--- config.mk ---
export PLATFORM = sky130hd
export DESIGN_NAME = npt_time_range_parser_flat
export DESIGN_NICKNAME = d
export VERILOG_FILES = /design/src/sv/npt_pkg.sv /design/src/sv/npt_if.sv /design/src/sv/npt_time_range_parser.sv /design/src/flat_wrapper.sv
export VERILOG_INCLUDE_DIRS = /design/src /design/src/sv
export SDC_FILE = /design/constraint.sdc
export NUM_CORES = 2
export LEC_CHECK = 0
export BUFFER_PORTS_ARGS = -buffer_cell sky130_fd_sc_hd__buf_2
export CAP_MARGIN = 5
export CELL_PAD_IN_SITES_DETAIL_PLACEMENT = 1
export CELL_PAD_IN_SITES_GLOBAL_PLACEMENT = 1
export CORE_ASPECT_RATIO = 2
export CORE_UTILIZATION = 55
export CTS_BUF_LIST = sky130_fd_sc_hd__clkbuf_2 sky130_fd_sc_hd__clkbuf_4 sky130_fd_sc_hd__clkbuf_8
export DETAILED_ROUTE_END_ITERATION = 7
export GPL_TIMING_DRIVEN = 0
export HOLD_SLACK_MARGIN = 0.06
export PLACE_DENSITY = 0.85
export SLEW_MARGIN = 30
export SYNTH_ARGS = -nofsm -noshare
export SYNTH_HDL_FRONTEND = slang
export SYNTH_SLANG_ARGS = --single-unit
--- constraint.sdc ---
create_clock -name clock -period 15.3 [get_ports clock]
set_clock_uncertainty 0.1 [all_clocks]
set_input_delay 3.06 -clock clock [delete_from_list [all_inputs] [get_ports clock]]
set_output_delay 3.06 -clock clock [all_outputs]
set_load 0.02 [all_outputs]
--- src/sv/assert_macros.svh ---
// Assertion helpers shared by the RTL
`ifndef ASSERT_MACROS_SVH
`define ASSERT_MACROS_SVH

// Check a property on a given clock, muted while reset is high
`define NPT_ASSERT_CLK(label, clk, rst, prop, msg) \
   label: assert property (@(posedge clk) disable iff (rst) prop) else $error(msg);

// Check a property on the block clock and reset
`define NPT_ASSERT(label, prop, msg) `NPT_ASSERT_CLK(label, clock, reset, prop, msg)

`endif

--- src/sv/npt_pkg.sv ---
package npt_pkg;

   localparam int CHAR_W   = 8;
   localparam int MICROS_W = 20;

   typedef logic [CHAR_W-1:0] char_type;

   // Characters of the grammar
   localparam char_type CH_N     = 8'h6E;
   localparam char_type CH_P     = 8'h70;
   localparam char_type CH_T     = 8'h74;
   localparam char_type CH_COLON = 8'h3A;
   localparam char_type CH_COMMA = 8'h2C;
   localparam char_type CH_DOT   = 8'h2E;
   localparam char_type CH_ZERO  = 8'h30;
   localparam char_type CH_NINE  = 8'h39;

   localparam logic [2:0] PREFIX_LEN = 3'd4;

   // Expected character at each position of the "npt:" prefix
   function automatic char_type prefix_char(input logic [1:0] idx);
      char_type ch;
      unique case (idx)
         2'd0: ch = CH_N;
         2'd1: ch = CH_P;
         2'd2: ch = CH_T;
         2'd3: ch = CH_COLON;
      endcase
      return ch;
   endfunction

endpackage

--- src/sv/npt_if.sv ---
// Character request channel
interface npt_req_if;
   import npt_pkg::*;

   logic     valid;
   logic     ready;
   char_type char_code;
   logic     last_char;

   modport source (output valid, output char_code, output last_char, input ready);
   modport sink   (input valid, input char_code, input last_char, output ready);
endinterface

// Parsed range result channel
interface npt_rsp_if #(
   parameter int SECONDS_WIDTH = 32
);
   import npt_pkg::*;

   logic                     valid;
   logic                     ready;
   logic                     range_valid;
   logic [SECONDS_WIDTH-1:0] start_seconds;
   logic [MICROS_W-1:0]      start_micros;
   logic                     end_present;
   logic [SECONDS_WIDTH-1:0] end_seconds;
   logic [MICROS_W-1:0]      end_micros;

   modport source (output valid, output range_valid, output start_seconds,
                   output start_micros, output end_present, output end_seconds,
                   output end_micros, input ready);
   modport sink   (input valid, input range_valid, input start_seconds,
                   input start_micros, input end_present, input end_seconds,
                   input end_micros, output ready);
endinterface

--- src/sv/npt_time_range_parser.sv ---
// NPT time range parser. Characters of a media-fragment time value arrive one per request,
// at a sustained rate of one character per clock cycle unless a last character waits for
// a full closing stage; the single update of the parse state per character (one constant
// multiply by 10 or 60 with a saturating add) sets that rate. The request that carries
// last_char produces exactly one result, which goes through the character register, closing
// stage, range-compare stage and result register to the response channel; other requests
// produce nothing. The parse state returns to the start of a string right after each last
// character, so the next string may follow in the next cycle. Characters keep flowing while
// a result waits to be taken, until the two finishing stages behind it are also full.
`include "assert_macros.svh"

module npt_time_range_parser #(
   parameter int FRAC_DIGITS   = 6,
   parameter int SECONDS_WIDTH = 32
) (
   input  logic      clock,
   input  logic      reset,
   npt_req_if.sink   req_chan,
   npt_rsp_if.source rsp_chan
);
   import npt_pkg::*;

   localparam int SW1     = SECONDS_WIDTH + 1;
   localparam int FRAC_W  = $clog2(10 ** FRAC_DIGITS);
   localparam int FCNT_W  = $clog2(FRAC_DIGITS + 1);
   localparam logic [FRAC_W-1:0] FRAC_LIMIT = FRAC_W'(10 ** FRAC_DIGITS);
   localparam logic [FCNT_W-1:0] FRAC_MAXCNT = FCNT_W'(FRAC_DIGITS);
   localparam logic [SW1-1:0]    SAT_VALUE = {1'b1, {SECONDS_WIDTH{1'b0}}};

   // Position in the grammar (low four bits of the phase; bit four marks the end time)
   localparam logic [3:0] PH_BEGIN    = 4'd0;
   localparam logic [3:0] PH_PREFIX   = 4'd1;
   localparam logic [3:0] PH_LEAD     = 4'd2;
   localparam logic [3:0] PH_F1       = 4'd3;
   localparam logic [3:0] PH_FRAC     = 4'd4;
   localparam logic [3:0] PH_C2       = 4'd5;
   localparam logic [3:0] PH_F2       = 4'd6;
   localparam logic [3:0] PH_C2H      = 4'd7;
   localparam logic [3:0] PH_F2H      = 4'd8;
   localparam logic [3:0] PH_C3       = 4'd9;
   localparam logic [3:0] PH_F3       = 4'd10;
   localparam logic [3:0] PH_ENDFIRST = 4'd11;

   // Weight of each fraction digit position, most significant first
   function automatic logic [FRAC_DIGITS*FRAC_W-1:0] weight_table();
      logic [FRAC_DIGITS*FRAC_W-1:0] t;
      longint                        p;
      t = '0;
      p = 1;
      for (int i = FRAC_DIGITS - 1; i >= 0; i--) begin
         t[i*FRAC_W +: FRAC_W] = FRAC_W'(p);
         p = p * 10;
      end
      return t;
   endfunction

   localparam logic [FRAC_DIGITS*FRAC_W-1:0] WEIGHTS = weight_table();

   // Character register
   logic     in_vld_ff;
   char_type in_char_ff;
   logic     in_last_ff;

   // Parse state
   logic [4:0]               phase_ff, phase_in;
   logic [2:0]               pcnt_ff, pcnt_in;
   logic [SW1-1:0]           field_ff, field_in;
   logic [1:0]               fcnt_ff, fcnt_in;
   logic [SW1-1:0]           base_ff, base_in;
   logic [FRAC_W-1:0]        frac_ff, frac_in;
   logic [FCNT_W-1:0]        frcnt_ff, frcnt_in;
   logic [SECONDS_WIDTH-1:0] hsec_ff, hsec_in;
   logic [FRAC_W-1:0]        hfrac_ff, hfrac_in;
   logic                     err_ff, err_in;

   // Closing stage
   logic                     f1_vld_ff;
   logic [4:0]               f1_phase_ff;
   logic [1:0]               f1_fcnt_ff;
   logic [SW1-1:0]           f1_field_ff;
   logic [SW1-1:0]           f1_base_ff;
   logic [FRAC_W-1:0]        f1_frac_ff;
   logic [SECONDS_WIDTH-1:0] f1_hsec_ff;
   logic [FRAC_W-1:0]        f1_hfrac_ff;
   logic                     f1_err_ff;

   // Range-compare stage
   logic                     f2_vld_ff;
   logic                     f2_err_ff, f2_err_in;
   logic                     f2_slot_ff;
   logic [SECONDS_WIDTH-1:0] f2_sec_ff, f2_sec_in;
   logic [FRAC_W-1:0]        f2_frac_ff, f2_frac_in;
   logic [SECONDS_WIDTH-1:0] f2_hsec_ff;
   logic [FRAC_W-1:0]        f2_hfrac_ff;

   // Result register
   logic                     rsp_vld_ff;
   logic                     range_valid_ff, range_valid_in;
   logic [SECONDS_WIDTH-1:0] start_seconds_ff, start_seconds_in;
   logic [MICROS_W-1:0]      start_micros_ff, start_micros_in;
   logic                     end_present_ff, end_present_in;
   logic [SECONDS_WIDTH-1:0] end_seconds_ff, end_seconds_in;
   logic [MICROS_W-1:0]      end_micros_ff, end_micros_in;

   logic in_go, f1_go, f2_go, f1_free;

   // Stage flow: a stage moves on when the one after it is empty or moving
   assign f2_go   = f2_vld_ff && (!rsp_vld_ff || rsp_chan.ready);
   assign f1_go   = f1_vld_ff && (!f2_vld_ff || f2_go);
   assign f1_free = !f1_vld_ff || f1_go;
   assign in_go   = in_vld_ff && (!in_last_ff || f1_free);
   assign req_chan.ready = !in_vld_ff || in_go;

   // Hold the accepted request
   always_ff @(posedge clock) begin
      if (reset) begin
         in_vld_ff <= 1'b0;
      end else if (req_chan.ready) begin
         in_vld_ff <= req_chan.valid;
      end
   end

   always_ff @(posedge clock) begin
      if (req_chan.ready && req_chan.valid) begin
         in_char_ff <= req_chan.char_code;
         in_last_ff <= req_chan.last_char;
      end
   end

   // Character decode and shared arithmetic
   logic                    is_dig, is_term;
   logic [3:0]              dval;
   logic [3:0]              ph_base;
   logic                    ph_slot;
   logic [SW1+3:0]          f10;
   logic [SW1-1:0]          field_sat;
   logic [SW1:0]            src60;
   logic [SW1+6:0]          p60;
   logic [SW1-1:0]          base60_sat;
   logic                    whole_ovf;
   logic [FRAC_W-1:0]       weight;
   logic [FRAC_W+3:0]       frac_prod;
   logic [1:0]              fcnt_inc;
   logic                    close_req, comma_req;

   assign is_dig  = (in_char_ff >= CH_ZERO) && (in_char_ff <= CH_NINE);
   assign is_term = (in_char_ff == CH_COMMA) || (in_char_ff == CH_DOT);
   assign dval    = is_dig ? in_char_ff[3:0] : 4'd0;
   assign ph_base = phase_ff[3:0];
   assign ph_slot = phase_ff[4];

   // Append a decimal digit, saturating just above the largest whole-second value
   assign f10 = ({3'b000, field_ff} << 3) + ({3'b000, field_ff} << 1) + (SW1+4)'(dval);
   assign field_sat = (|f10[SW1+3:SECONDS_WIDTH]) ? SAT_VALUE : f10[SW1-1:0];

   // Running base plus current group: the whole time, or the value to scale at a colon
   assign src60     = {1'b0, base_ff} + {1'b0, field_ff};
   assign whole_ovf = |src60[SW1:SECONDS_WIDTH];
   assign p60       = ({6'b000000, src60} << 6) - ({6'b000000, src60} << 2);
   assign base60_sat = (|p60[SW1+6:SECONDS_WIDTH]) ? SAT_VALUE : p60[SW1-1:0];

   assign fcnt_inc = (fcnt_ff == 2'd3) ? 2'd3 : fcnt_ff + 2'd1;

   // Pick the weight of the next fraction digit
   always_comb begin
      weight = '0;
      for (int i = 0; i < FRAC_DIGITS; i++) begin
         if (frcnt_ff == FCNT_W'(i)) begin
            weight = WEIGHTS[i*FRAC_W +: FRAC_W];
         end
      end
   end

   assign frac_prod = {4'b0000, weight} * {{FRAC_W{1'b0}}, dval};

   // Advance the parse state by one character
   always_comb begin
      phase_in  = phase_ff;
      pcnt_in   = pcnt_ff;
      field_in  = field_ff;
      fcnt_in   = fcnt_ff;
      base_in   = base_ff;
      frac_in   = frac_ff;
      frcnt_in  = frcnt_ff;
      hsec_in   = hsec_ff;
      hfrac_in  = hfrac_ff;
      err_in    = err_ff;
      close_req = 1'b0;
      comma_req = 1'b0;

      if (!err_ff) begin
         unique case (ph_base)
            PH_BEGIN, PH_LEAD: begin
               if (ph_base == PH_BEGIN && in_char_ff == CH_N) begin
                  pcnt_in  = 3'd1;
                  phase_in = {1'b0, PH_PREFIX};
               end else if (in_char_ff == CH_COMMA) begin
                  hsec_in  = '0;
                  hfrac_in = '0;
                  phase_in = {1'b0, PH_ENDFIRST};
               end else if (is_dig) begin
                  field_in = SW1'(dval);
                  fcnt_in  = 2'd1;
                  phase_in = {1'b0, PH_F1};
               end else begin
                  err_in = 1'b1;
               end
            end
            PH_PREFIX: begin
               if (pcnt_ff != PREFIX_LEN && in_char_ff == prefix_char(pcnt_ff[1:0])) begin
                  pcnt_in = pcnt_ff + 3'd1;
                  if (pcnt_ff + 3'd1 == PREFIX_LEN) begin
                     phase_in = {1'b0, PH_LEAD};
                  end
               end else begin
                  err_in = 1'b1;
               end
            end
            PH_F1: begin
               if (is_dig) begin
                  field_in = field_sat;
                  fcnt_in  = fcnt_inc;
               end else if (is_term) begin
                  close_req = 1'b1;
               end else if (in_char_ff == CH_COLON && fcnt_ff >= 2'd2) begin
                  base_in  = base60_sat;
                  phase_in = {ph_slot, (fcnt_ff > 2'd2) ? PH_C2H : PH_C2};
               end else begin
                  err_in = 1'b1;
               end
            end
            PH_FRAC: begin
               if (is_dig) begin
                  if (frcnt_ff < FRAC_MAXCNT) begin
                     frac_in  = frac_ff + frac_prod[FRAC_W-1:0];
                     frcnt_in = frcnt_ff + FCNT_W'(1);
                  end
               end else if (in_char_ff == CH_COMMA) begin
                  comma_req = 1'b1;
               end else begin
                  err_in = 1'b1;
               end
            end
            PH_C2, PH_C2H, PH_C3: begin
               if (is_dig) begin
                  field_in = SW1'(dval);
                  fcnt_in  = 2'd1;
                  phase_in = {ph_slot, ph_base + 4'd1};
               end else begin
                  err_in = 1'b1;
               end
            end
            PH_F2, PH_F2H, PH_F3: begin
               if (is_dig) begin
                  if (fcnt_ff >= 2'd2) begin
                     err_in = 1'b1;
                  end else begin
                     field_in = field_sat;
                     fcnt_in  = fcnt_inc;
                  end
               end else if (fcnt_ff != 2'd2) begin
                  err_in = 1'b1;
               end else if (in_char_ff == CH_COLON && ph_base != PH_F3) begin
                  base_in  = base60_sat;
                  phase_in = {ph_slot, PH_C3};
               end else if (is_term && ph_base != PH_F2H) begin
                  close_req = 1'b1;
               end else begin
                  err_in = 1'b1;
               end
            end
            PH_ENDFIRST: begin
               if (is_dig) begin
                  field_in = SW1'(dval);
                  fcnt_in  = 2'd1;
                  phase_in = {1'b1, PH_F1};
               end else begin
                  err_in = 1'b1;
               end
            end
            default: begin
               err_in = 1'b1;
            end
         endcase

         // Close a whole time on a dot or comma
         if (close_req) begin
            if (whole_ovf) begin
               err_in = 1'b1;
            end else begin
               field_in = src60[SW1-1:0];
               base_in  = '0;
               frac_in  = '0;
               frcnt_in = '0;
               if (in_char_ff == CH_DOT) begin
                  phase_in = {ph_slot, PH_FRAC};
               end else if (ph_slot) begin
                  err_in = 1'b1;
               end else begin
                  hsec_in  = src60[SECONDS_WIDTH-1:0];
                  hfrac_in = '0;
                  phase_in = {1'b0, PH_ENDFIRST};
               end
            end
         end

         // Store the start time after its fraction
         if (comma_req) begin
            if (ph_slot) begin
               err_in = 1'b1;
            end else begin
               hsec_in  = field_ff[SECONDS_WIDTH-1:0];
               hfrac_in = frac_ff;
               phase_in = {1'b0, PH_ENDFIRST};
            end
         end
      end
   end

   // Parse state registers: back to the start of a string after each last character
   always_ff @(posedge clock) begin
      if (reset || (in_go && in_last_ff)) begin
         phase_ff <= {1'b0, PH_BEGIN};
         pcnt_ff  <= '0;
         field_ff <= '0;
         fcnt_ff  <= '0;
         base_ff  <= '0;
         frac_ff  <= '0;
         frcnt_ff <= '0;
         hsec_ff  <= '0;
         hfrac_ff <= '0;
         err_ff   <= 1'b0;
      end else if (in_go) begin
         phase_ff <= phase_in;
         pcnt_ff  <= pcnt_in;
         field_ff <= field_in;
         fcnt_ff  <= fcnt_in;
         base_ff  <= base_in;
         frac_ff  <= frac_in;
         frcnt_ff <= frcnt_in;
         hsec_ff  <= hsec_in;
         hfrac_ff <= hfrac_in;
         err_ff   <= err_in;
      end
   end

   // Capture the final parse state of a string
   always_ff @(posedge clock) begin
      if (reset) begin
         f1_vld_ff <= 1'b0;
      end else if (f1_free) begin
         f1_vld_ff <= in_go && in_last_ff;
      end
   end

   always_ff @(posedge clock) begin
      if (f1_free && in_go && in_last_ff) begin
         f1_phase_ff <= phase_in;
         f1_fcnt_ff  <= fcnt_in;
         f1_field_ff <= field_in;
         f1_base_ff  <= base_in;
         f1_frac_ff  <= frac_in;
         f1_hsec_ff  <= hsec_in;
         f1_hfrac_ff <= hfrac_in;
         f1_err_ff   <= err_in;
      end
   end

   // Close the last time of the string
   logic [3:0]   f1_base_ph;
   logic [SW1:0] f1_whole;
   logic         f1_closing;

   assign f1_base_ph = f1_phase_ff[3:0];
   assign f1_whole   = {1'b0, f1_base_ff} + {1'b0, f1_field_ff};
   assign f1_closing = (f1_base_ph == PH_F1) ||
                       ((f1_base_ph == PH_F2 || f1_base_ph == PH_F3) && f1_fcnt_ff == 2'd2);

   always_comb begin
      f2_err_in  = f1_err_ff ||
                   (!f1_closing && f1_base_ph != PH_FRAC) ||
                   (f1_closing && (|f1_whole[SW1:SECONDS_WIDTH]));
      f2_sec_in  = f1_closing ? f1_whole[SECONDS_WIDTH-1:0] : f1_field_ff[SECONDS_WIDTH-1:0];
      f2_frac_in = f1_closing ? '0 : f1_frac_ff;
   end

   always_ff @(posedge clock) begin
      if (reset) begin
         f2_vld_ff <= 1'b0;
      end else if (!f2_vld_ff || f2_go) begin
         f2_vld_ff <= f1_vld_ff;
      end
   end

   always_ff @(posedge clock) begin
      if (f1_go) begin
         f2_err_ff   <= f2_err_in;
         f2_slot_ff  <= f1_phase_ff[4];
         f2_sec_ff   <= f2_sec_in;
         f2_frac_ff  <= f2_frac_in;
         f2_hsec_ff  <= f1_hsec_ff;
         f2_hfrac_ff <= f1_hfrac_ff;
      end
   end

   // Check start before end and form the result
   logic                        f2_ok, f2_before;
   logic [FRAC_W+MICROS_W-1:0]  st_frac_ext, en_frac_ext;

   assign f2_before   = {f2_hsec_ff, f2_hfrac_ff} < {f2_sec_ff, f2_frac_ff};
   assign f2_ok       = !f2_err_ff && (!f2_slot_ff || f2_before);
   assign st_frac_ext = {{MICROS_W{1'b0}}, (f2_slot_ff ? f2_hfrac_ff : f2_frac_ff)};
   assign en_frac_ext = {{MICROS_W{1'b0}}, f2_frac_ff};

   always_comb begin
      range_valid_in   = f2_ok;
      start_seconds_in = '0;
      start_micros_in  = '0;
      end_present_in   = 1'b0;
      end_seconds_in   = '0;
      end_micros_in    = '0;
      if (f2_ok) begin
         start_seconds_in = f2_slot_ff ? f2_hsec_ff : f2_sec_ff;
         start_micros_in  = st_frac_ext[MICROS_W-1:0];
         if (f2_slot_ff) begin
            end_present_in = 1'b1;
            end_seconds_in = f2_sec_ff;
            end_micros_in  = en_frac_ext[MICROS_W-1:0];
         end
      end
   end

   // Result register: hold until taken
   always_ff @(posedge clock) begin
      if (reset) begin
         rsp_vld_ff <= 1'b0;
      end else if (f2_go) begin
         rsp_vld_ff <= 1'b1;
      end else if (rsp_chan.ready) begin
         rsp_vld_ff <= 1'b0;
      end
   end

   always_ff @(posedge clock) begin
      if (f2_go) begin
         range_valid_ff   <= range_valid_in;
         start_seconds_ff <= start_seconds_in;
         start_micros_ff  <= start_micros_in;
         end_present_ff   <= end_present_in;
         end_seconds_ff   <= end_seconds_in;
         end_micros_ff    <= end_micros_in;
      end
   end

   assign rsp_chan.valid         = rsp_vld_ff;
   assign rsp_chan.range_valid   = range_valid_ff;
   assign rsp_chan.start_seconds = start_seconds_ff;
   assign rsp_chan.start_micros  = start_micros_ff;
   assign rsp_chan.end_present   = end_present_ff;
   assign rsp_chan.end_seconds   = end_seconds_ff;
   assign rsp_chan.end_micros    = end_micros_ff;

   // Checks
   `NPT_ASSERT(a_invalid_is_zero, (rsp_vld_ff && !range_valid_ff) |-> (start_seconds_ff == '0 && start_micros_ff == '0 && !end_present_ff && end_seconds_ff == '0 && end_micros_ff == '0), "rejected range carries nonzero fields")
   `NPT_ASSERT(a_end_needs_valid, (rsp_vld_ff && end_present_ff) |-> range_valid_ff, "end time reported on a rejected range")
   `NPT_ASSERT(a_last_restarts, (in_go && in_last_ff) |=> (phase_ff == {1'b0, PH_BEGIN} && !err_ff && f1_vld_ff), "last character did not restart the parser")
   `NPT_ASSERT(a_frac_bound, (frac_ff < FRAC_LIMIT && hfrac_ff < FRAC_LIMIT), "fraction exceeds its decimal range")

endmodule

--- src/flat_wrapper.sv ---
// flat-port wrapper written by rule: the top's interface ports become plain ports
module npt_time_range_parser_flat import npt_pkg::*;
#(
   parameter int FRAC_DIGITS   = 6,
   parameter int SECONDS_WIDTH = 32
)
  (clock, reset, req_chan_valid, req_chan_char_code, req_chan_last_char, req_chan_ready, rsp_chan_valid, rsp_chan_range_valid, rsp_chan_start_seconds, rsp_chan_start_micros, rsp_chan_end_present, rsp_chan_end_seconds, rsp_chan_end_micros, rsp_chan_ready);
  npt_req_if req_chan_i ();
  npt_rsp_if #(.SECONDS_WIDTH(SECONDS_WIDTH)) rsp_chan_i ();
  input  logic clock;
  input  logic reset;
  input wire logic [$bits(req_chan_i.valid)-1:0] req_chan_valid;
  input wire logic [$bits(req_chan_i.char_code)-1:0] req_chan_char_code;
  input wire logic [$bits(req_chan_i.last_char)-1:0] req_chan_last_char;
  output wire logic [$bits(req_chan_i.ready)-1:0] req_chan_ready;
  output wire logic [$bits(rsp_chan_i.valid)-1:0] rsp_chan_valid;
  output wire logic [$bits(rsp_chan_i.range_valid)-1:0] rsp_chan_range_valid;
  output wire logic [$bits(rsp_chan_i.start_seconds)-1:0] rsp_chan_start_seconds;
  output wire logic [$bits(rsp_chan_i.start_micros)-1:0] rsp_chan_start_micros;
  output wire logic [$bits(rsp_chan_i.end_present)-1:0] rsp_chan_end_present;
  output wire logic [$bits(rsp_chan_i.end_seconds)-1:0] rsp_chan_end_seconds;
  output wire logic [$bits(rsp_chan_i.end_micros)-1:0] rsp_chan_end_micros;
  input wire logic [$bits(rsp_chan_i.ready)-1:0] rsp_chan_ready;
  assign req_chan_i.valid = req_chan_valid;
  assign req_chan_i.char_code = req_chan_char_code;
  assign req_chan_i.last_char = req_chan_last_char;
  assign req_chan_ready = req_chan_i.ready;
  assign rsp_chan_valid = rsp_chan_i.valid;
  assign rsp_chan_range_valid = rsp_chan_i.range_valid;
  assign rsp_chan_start_seconds = rsp_chan_i.start_seconds;
  assign rsp_chan_start_micros = rsp_chan_i.start_micros;
  assign rsp_chan_end_present = rsp_chan_i.end_present;
  assign rsp_chan_end_seconds = rsp_chan_i.end_seconds;
  assign rsp_chan_end_micros = rsp_chan_i.end_micros;
  assign rsp_chan_i.ready = rsp_chan_ready;
  npt_time_range_parser #(.FRAC_DIGITS(FRAC_DIGITS), .SECONDS_WIDTH(SECONDS_WIDTH)) u_core (.clock(clock), .reset(reset), .req_chan(req_chan_i), .rsp_chan(rsp_chan_i));
endmodule
==> summary.md <==
| Metric | Value |
|---|---|
| Status | `completed` |
| First-pass GRT wire length | `~230 mm` |
| Max VDD drop | `0.0000600 V` |
| Via count | `~33k` |
| Root Driver | `clkbuf_8` |
| GP Congestion | `between 1 and 1.5` |
| Worst hold path class | `register to register` |
| Post-synthesis instance total | `roughly 3.5k` |
| Fin cells | `roughly 4.5k` |
| Synth async-reset ratio | `0` |
| Period Utilization, post-route | `0.641` |
| CP max stage delay | `roughly 990 ps` |
| Routed WL per cell | `~35 um` |
| Setup Slack @ Placement | `~6000 ps` |
| Power Total | `approximately 0.0034 W` |
| Clk Latency, worst-skew pair | `about 700 ps` |
| Worst Tran Pin Value | `roughly 1200 ps` |
| Drt total wl | `between 150 and 200 mm` |
| Final worst setup slack | `between 5000 and 6000 ps` |
| Yosys warning count | `0` |
| Layout area overhead | `10.7%` |
| Chip height | `between 300 and 400 um` |
| Total gr overflow | `0` |
| Worst reg2reg startpoint | `u_core.field_ff[3]` |
| RSZ-0062 raised after global routing | `false` |
| Die W | `roughly 180 um` |
| Clock Tree Buf Depth | `3` |
| Peak Freq | `just over 0.1 GHz` |
| TritonCTS buffer count | `73` |
| Initial Util | `0.559` |
| Number of global-route vias before repair | `roughly 35k` |
| Postcts setup bufs | `0` |
| Yosys top cell area share | `0.333` |
| CTS tree | `yes` |
| Synth area leader | `edfxtp_1` |
| Final hold viol count | `0` |
| Crit path time final | `9810 ps` |
| PwrDens | `between 90 and 100 nW/um^2` |
| Netlist Area Pre-Place | `33,100 um^2` |
| Post-DP HPWL | `110 mm` |
| Clock Sinks | `~520` |
| CP Class | `register to register` |
| Cells after DPL | `approximately 4.4k` |
| ANT nets after route | `0` |
| Most area-consuming cells after synthesis | `edfxtp_1 (33%), ha_1 (10%), dfxtp_1 (9.4%)` |
| Largest net degree at the start of global routing | `58` |
| Setup TNS | `0 ps` |
| Share of cells above drive strength 1 | `0.0923` |
| Max-slew violations | `0` |
| Pre-antenna DRT Iters | `8` |
| Most used cell along the critical path | `o21ai_0` |
| Hold_buf cts | `0` |
| Main synth FF type | `edfxtp_1` |
| Post-cts sizing count | `0` |
| FP Rows | `~130` |
| FILL cells | `~6.6k` |
| Slowest CP cell | `dfxtp_1` |
| Kind of start point of the critical path | `register` |
| # port buffers | `120` |
| Global Route Usage Sum | `0.516` |
| Flops & latches, synth | `523` |
| Seq/Total Area, Yosys | `0.427` |
| CORE AREA | `59,300 um^2` |
| EDFF count, synth | `~370` |
| Hold_sp | `u_core.f1_hfrac_ff[12]` |
| Reg clk slew, reported paths | `around 80 ps` |
| Max Cap Viol | `0` |
| Max-slew headroom | `0.212` |
| P_leak | `between 15 and 20 nW` |
| Syn nets | `3,790` |
| Netlist cell types | `95` |
| Initial antenna violation count | `10` |
| Count of final setup violators | `0` |
| Worst Setup SP | `u_core.field_ff[3]` |
| DRC | `0` |
| Vias/cell | `between 7 and 8` |
| NumNets Final | `around 4k` |
| Mean Syn Cell Area | `about 9.5 um^2` |
| # IOs | `around 120` |
| Top cells by count, synth | `edfxtp_1 (367), nand2_1 (358), o21ai_0 (285)` |
| CP Capture Type | `register` |
| Arr. time, crit path | `10,090 ps` |
| Req. time, crit path | `~16,000 ps` |
| Cell with the most instances after synthesis | `edfxtp_1` |
| Htree depth | `3` |
| Maximum fanout along the worst path | `10` |
| Drt initial violations | `slightly below 4k` |
| Worst hold slack | `316 ps` |
| Die area | `approximately 61,000 um^2` |
cells by family after synthesis:
family                   count (synthesis)  share of synthesized area
AO/OA/AOI/OAI                         1010                      0.198
XOR/XNOR                               132                     0.0351
adder cells (fa/ha/maj)                305                      0.124
buffers and inverters                  386                     0.0451
flip-flops                             523                      0.427
multiplexers                            83                     0.0252
AND/OR/NAND/NOR                       1033                      0.145
report_power, final:
part,internal [W],switching [W],total (W)
Clock,0.000639,0.000639,0.00128
Combinational,0.000152,0.000362,0.000513
Sequential,0.00153,0.0000346,0.00157
state kept, by name (all words and copies together) (netlist names), 32 cells and up:
register                       count
u_core.rsp_chan.start_seconds     32
u_core.base_ff                    33
u_core.rsp_chan.end_seconds       32
u_core.field_ff                   33
u_core.f1_field_ff                33
u_core.f1_base_ff                 33
u_core.hsec_ff                    32
u_core.f2_hsec_ff                 32
u_core.f1_hsec_ff                 32
u_core.f2_sec_ff                  32
layout by cell type (no fill, tap or decap), types with 37 or more instances in the layout:
master	n
xnor2_1	81
a21oi_1	224
a22o_1	45
ha_1	266
buf_2	127
inv_1	227
nor2_1	242
o211ai_1	59
a21o_1	93
o21ai_0	283
clkbuf_1	126
o21a_1	37
mux2i_1	79
a31oi_1	38
nand3_1	90
clkbuf_8	80
dfxtp_1	156
and2_1	53
xor2_1	50
edfxtp_1	367
fa_1	39
nor3_1	96
nand2_1	358
routing by layer:
metal	vias to the layer above	part of all wire	wire (um)	track usage
met5	-	0.00030	47	0.00408
met4	8	0.14	21300	0.566
met3	1294	0.10	15800	0.166
met2	2735	0.46	73000	0.837
met1	15764	0.30	47300	0.486
li1	13107	-	-	-
final timing paths:
kind	to	slack [ps]	cells after the start
worst max-delay path	u_core.f1_base_ff[15]	5490	25
worst max register to register	u_core.f1_base_ff[15]	5490	25
worst min register to register	u_core.f2_hfrac_ff[12]	320	0
worst min-delay path	u_core.f2_hfrac_ff[12]	320	0
through the flow:
stage,utilization,area [um^2]
2_1_floorplan,-,33100
3_3_place_gp,0.585,34700
3_5_place_dp,0.591,35000
4_1_cts,0.618,36600
5_1_grt,0.619,36700
6_report,0.619,36700
worst max-delay path: cells and delay by family, from the launching register on:
| family | cells | cell delay, ps |
|---|---|---|
| AOI/OAI and AO/OA | 14 | 5220 |
| xor gates and xnor gates | 1 | 850 |
| adders and majority gates | 2 | 760 |
| buffers and inverters | 3 | 550 |
| DFF | 1 | 990 |
| and+or+nand+nor | 5 | 1000 |
layout make-up:
class	instances	area [um^2]	share of cell area
antenna	5	12.5	0.000341
buffer	157	646	0.0176
clock buffer	100	1250	0.0341
clock inverter	34	330	0.00901
inverter	229	860	0.0234
multi-input combinational	2563	17600	0.480
sequential	523	14100	0.386
tap	768	961	0.0262
timing repair buffer	130	876	0.0239
Note: power is estimated with default switching activity, not from simulation.
